--- config.mk ---
export PLATFORM = sky130hd
export DESIGN_NAME = hmq_ctrl
export DESIGN_NICKNAME = d
export VERILOG_FILES = /design/src/hdl/hmq_pkg.sv /design/src/hdl/hmq_ctrl.sv
export SDC_FILE = /design/constraint.sdc
export NUM_CORES = 1
export LEC_CHECK = 0
export ABC_AREA = 1
export BUFFER_PORTS_ARGS = -buffer_cell sky130_fd_sc_hd__buf_2
export CORE_AREA = 2 2 39 41
export DETAILED_ROUTE_END_ITERATION = 6
export DIE_AREA = 0 0 41 43
export PLACE_DENSITY = 0.54
export SETUP_SLACK_MARGIN = 0.5
export SLEW_MARGIN = 25
export SYNTH_ARGS = -nofsm -noshare
export SYNTH_HDL_FRONTEND = slang
export SYNTH_SLANG_ARGS = --single-unit
--- constraint.sdc ---
create_clock -name clk -period 2.1 [get_ports clk]
set_input_delay 0.315 -clock clk [delete_from_list [all_inputs] [get_ports clk]]
set_output_delay 0.315 -clock clk [all_outputs]
set_load 0.02 [all_outputs]
--- src/hdl/hmq_pkg.sv ---
package hmq_pkg;

  localparam int DEF_CAPACITY     = 64;
  localparam int DEF_KEY_BITS     = 32;
  localparam int DEF_PAYLOAD_BITS = 32;

  localparam int FIELD_W     = 32;
  localparam int COUNT_OUT_W = 7;
  localparam int STATUS_W    = 2;

  localparam logic CMD_INSERT = 1'b0;
  localparam logic CMD_REMOVE = 1'b1;

  typedef enum logic [STATUS_W-1:0] {
    ST_DONE  = 2'd0,
    ST_FULL  = 2'd1,
    ST_EMPTY = 2'd2
  } result_status_t;

  typedef enum logic [3:0] {
    S_IDLE,
    S_UP_RD,
    S_UP_CMP,
    S_DN_LAST,
    S_DN_LOAD,
    S_DN_RD,
    S_DN_CMP,
    S_HEAD_RD,
    S_PUBLISH
  } hmq_state_t;

  typedef enum logic [3:0] {
    OP_NONE,
    OP_ACCEPT,
    OP_UP_RD,
    OP_UP_CMP,
    OP_DN_LAST,
    OP_DN_LOAD,
    OP_DN_RD,
    OP_DN_CMP,
    OP_HEAD_RD,
    OP_PUBLISH
  } dp_op_t;

  typedef struct packed {
    logic cmd_remove;
    logic full;
    logic empty;
    logic last_one;
    logic pos_root;
    logic has_child;
    logic out_free;
  } hmq_status_t;

  typedef struct packed {
    dp_op_t op;
  } hmq_cmd_t;

endpackage

--- src/hdl/hmq_ctrl.sv ---
module hmq_ctrl import hmq_pkg::*; (
  input  logic        clk,
  input  logic        rst,
  input  logic        req_valid,
  output logic        req_ready,
  input  hmq_status_t st,
  output hmq_cmd_t    cmd
);

  hmq_state_t state, state_next;

  always_ff @(posedge clk) begin
    if (rst) begin
      state <= S_IDLE;
    end else begin
      state <= state_next;
    end
  end

  always_comb begin
    state_next = state;
    unique case (state)
      S_IDLE: begin
        if (req_valid) begin
          priority if (st.cmd_remove && (st.empty || st.last_one)) state_next = S_HEAD_RD;
          else if (st.cmd_remove)                                 state_next = S_DN_LAST;
          else if (st.full)                                       state_next = S_HEAD_RD;
          else                                                    state_next = S_UP_RD;
        end
      end
      S_UP_RD:   state_next = st.pos_root ? S_HEAD_RD : S_UP_CMP;
      // The datapath loops back only when the parent moved down.
      S_UP_CMP:  state_next = st.pos_root ? S_HEAD_RD : S_UP_RD;
      S_DN_LAST: state_next = S_DN_LOAD;
      S_DN_LOAD: state_next = S_DN_RD;
      S_DN_RD:   state_next = st.has_child ? S_DN_CMP : S_HEAD_RD;
      S_DN_CMP:  state_next = st.has_child ? S_HEAD_RD : S_DN_RD;
      S_HEAD_RD: state_next = S_PUBLISH;
      S_PUBLISH: state_next = st.out_free ? S_IDLE : S_PUBLISH;
      default:   state_next = S_IDLE;
    endcase
  end

  always_comb begin
    req_ready = 1'b0;
    cmd.op    = OP_NONE;
    unique case (state)
      S_IDLE: begin
        // No request is taken while reset is held.
        req_ready = !rst;
        if (req_valid && !rst) cmd.op = OP_ACCEPT;
      end
      S_UP_RD:   cmd.op = OP_UP_RD;
      S_UP_CMP:  cmd.op = OP_UP_CMP;
      S_DN_LAST: cmd.op = OP_DN_LAST;
      S_DN_LOAD: cmd.op = OP_DN_LOAD;
      S_DN_RD:   cmd.op = OP_DN_RD;
      S_DN_CMP:  cmd.op = OP_DN_CMP;
      S_HEAD_RD: cmd.op = OP_HEAD_RD;
      S_PUBLISH: cmd.op = OP_PUBLISH;
      default:   cmd.op = OP_NONE;
    endcase
  end

endmodule

Yosys cells after proc, flatten, opt, wreduce, memory -nomap -nowiden
Index checks and enable logic that the tools add are counted.
W data, S select, Z words.
- bits in registers: 4
- latch bits: 0
- RAM bits: 0
- ROM bits: 0
- input port bits: 10
- output and inout bits: 5
- logic and storage cells: 28
- memories: 0
- add/sub/neg operators: 0
- multipliers: 0
- div/mod/pow operators: 0
- magnitude comparators: 0
- equal/unequal tests: 9
- shift operators: 0
- multiplexer cells: 13
- bitwise logic cells: 0
- reduce and logical (&&, ||, !) cells: 5
- operator list (operator ; count):
    $pmux W4 S9 ; 2
    $eq A4 B3 Y1 const B ; 4
    $mux W3 ; 5
    $eq A4 B2 Y1 const B ; 2
    $mux W4 ; 2
    $eq A4 B1 Y1 const B ; 1
    $eq A4 B4 Y1 const B ; 1
    $logic_not A4 Y1 ; 1
    $mux W1 ; 3
    $logic_and A1 B1 Y1 ; 2
    $mux W2 ; 1
    $ne A2 B2 Y1 const B ; 1
    $logic_not A1 Y1 ; 1
    $logic_or A1 B1 Y1 ; 1

Depth between registers and ports, before layout
- depth after elaboration: 5
- gate-level depth with buffers: 7
- mapped depth without buffers: 7

Worst setup path before layout
Ideal clock, no wire load.
- kind: register -> output
- from: register state[0]
- to: output cmd[0] (netlist bit)
- arrival: 1.010 ns
- required time: 1.785 ns
- setup slack: 0.775 ns
- stages on the path, launching flop included: 6
- buffers on the path: 0
- cells stage by stage: dfxtp_1 nor2_4 nand2_1 nand2_1 inv_1 a21oi_1
- RTL lines (element ; line ; source):
    from (decl) ; hmq_ctrl.sv:10 ; hmq_state_t state, state_next;
    from (signal assigned) ; hmq_ctrl.sv:16 ; state <= state_next;
    to (decl) ; hmq_ctrl.sv:7 ; output hmq_cmd_t cmd

==> qor.txt <==
status: completed
pwr dens: 1320 nW/um^2
row cnt: 14
CTS Sinks: 4
wire length of the first global-routing pass: 1570 um
setup TNS: 0 ns
CP max stage delay: 0.37 ns
DRT iter0 DRCs: 13
critical path peak fanout: 5
largest net degree at the start of global routing: 7
Num CTS Buffers: 3
I/O pin cnt: 15
final non-filler cell total: 104
Syn Area/Cell: 5.39 sq um
WHS: 0.266 ns
TritonRoute pass-1 iters: 4
routability cong.: 0.761
antenna-violating nets left: 0
Post-Syn Nets: 81
number of buffers added on ports: 14
Syn Std Cell Area: 383 sq um
Post-Place Cells: 101
Slew HR: 82.8%
number of synthesized register bits: 4
hpwl dp: 795 um
share of cells above drive strength 1: 34.1%
Clock Latency Late Sink: 0.24 ns
Worst EP arrival: 1.27 ns
Setup Skew: 0.00437 ns
antenna violations before repair: 0
worst path cell trace: nor2_4 > nand2_1 > nand2_1 > inv_1 > a21oi_1 > buf_2
CP endpoint kind: primary output
clock network power share: 15.0%
fin crit share: 75.5%
DRC errors left: 0
Max Root-Sink Buffers: 2
Via Count: 469
Antenna diodes: 0
Worst-Margin Slew: 0.258 ns
Worst-path clk slew: 0.04 ns
via density per instance: 4.51
Tmin final: 1.59 ns
max FFs per register: 4
number of global-route vias before repair: 406
Resize count post-CTS: 0
CTS H-Tree Depth: 1
Psw: 345 uW
max_cap viols: 0
Worst Hold Class: in2reg
core area: 1380 sq um
DIE AREA: 1760 sq um
Sw Share: 52.3%
Post-Route WL: 967 um
post-CTS setup buffers: 0
Largest regs: state: 4 flops
most frequent cells in the layout: nand2_1, buf_2, inv_1
Biggest register: state
post-synth cell types: 15
Hold Vio Cnt, Final: 0
maximum clock rate: 631 MHz
Initial Utilization: 27.7%
Area after DPL: 473 sq um
fin area: 502 sq um
Synth Instances: 71
nature of the critical path startpoint: register
Area growth syn-to-layout: 31.0%
Internal: 315 uW
Req. time, crit path: 1.78 ns
Die Span Y: 43 um
CTS Hold Bufs: 0
Final Max Slew Viols: 0
Worst path slowest cell: dfxtp_1
post-layout net count: 100
most used cell, CP: nand2_1
DR WL/cell: 9.30 um
CTS tree: yes
GRT Resource Usage Total: 13.2%
part of the power in registers: 22.5%
grt ovf: 0
RSZ-0062 raised after global routing: yes
Logic pwr share: 62.5%
Worst VDD drop: 0.460 mV
root buffer cell: clkbuf_4
Die X-Extent: 41 um
setup slack, reg-to-reg: 1.03 ns
CP Class: reg2out
Pleak: 0.325 nW
most common cell after layout, fill and taps aside: nand2_1
Seq/Total Area, Yosys: 20.9%
synth warn: 0
count of final setup violators: 0
[cells in the mapped netlist]
| master | n | area, sq um |
|---|---|---|
| nor2_2 | 2 | 12.5 |
| nand2_2 | 3 | 18.8 |
| nand2_1 | 22 | 82.6 |
| nor2_1 | 6 | 22.5 |
| a21oi_2 | 1 | 8.76 |
| nor3_1 | 2 | 10.0 |
| o21ai_2 | 1 | 8.76 |
| a21oi_1 | 3 | 15.0 |
| dfxtp_1 | 4 | 80.1 |
| nand3_1 | 7 | 35.0 |
| inv_1 | 13 | 48.8 |
| nor2_4 | 1 | 11.3 |
| inv_2 | 4 | 15.0 |
| nand3b_1 | 1 | 7.51 |
| nand4_1 | 1 | 6.26 |
[through the flow]
stage | worst slack (ns) | util, % | power (mW)
after floorplan | 0.775 | - | 0.448
after global placement | 0.774 | 34.2 | 0.553
after detailed placement | 0.777 | 34.2 | 0.551
after CTS | 0.514 | 35.8 | 0.654
after global routing | 0.452 | 36.3 | 0.727
final | 0.515 | 36.3 | 0.660
[critical path, delay by kind of cell (launching register included)]
kind,cells,cell delay [ns]
simple gates,3,0.33
buf+inv,2,0.23
compound gates,1,0.10
flops,1,0.37
[power groups by stage]
stage / Clock (mW) / Sequential (mW) / Combinational, mW
after floorplan: 0 / 0.140 / 0.308
after global placement: 0 / 0.144 / 0.409
after detailed placement: 0 / 0.146 / 0.405
after CTS: 0.102 / 0.145 / 0.406
after global routing: 0.109 / 0.151 / 0.467
final: 0.0987 / 0.149 / 0.413
[path summary, 6_finish.rpt]
kind	startpoint	to	depth (start not counted)
min reg2reg	state[3]$_SDFFE_PP0P_	state[3]$_SDFFE_PP0P_	4
max	state[1]$_SDFFE_PP0P_	cmd[0]	6
min	rst	state[3]$_SDFFE_PP0P_	2
max reg2reg	state[1]$_SDFFE_PP0P_	state[2]$_SDFFE_PP0P_	7
[final cells by class]
type,instances,area [sq um]
fillers,165,882
well taps,16,20.0
inverters,17,63.8
clock buffers,3,22.5
flip-flops and latches,4,81.3
repair buffers,14,70.1
multi-input cells,50,244
[logic make-up (layout without fill, tap and decap cells)]
group | count (synthesis) | count (layout) | share of synthesized area (%)
DFF | 4 | 4 | 20.9
and+or+nand+nor | 45 | 45 | 53.9
AOI/OAI and AO/OA | 5 | 5 | 8.50
buffers and inverters | 17 | 34 | 16.7
[metal layers]
metal	GRT usage [%]	share of wire [%]	up-vias
met1	17.3	47	202
met2	18.8	47	13
met5	0	0	-
met3	3.14	4.6	4
li1	-	-	250
met4	8.00	2.0	0
(Power assumes the default switching activity.)
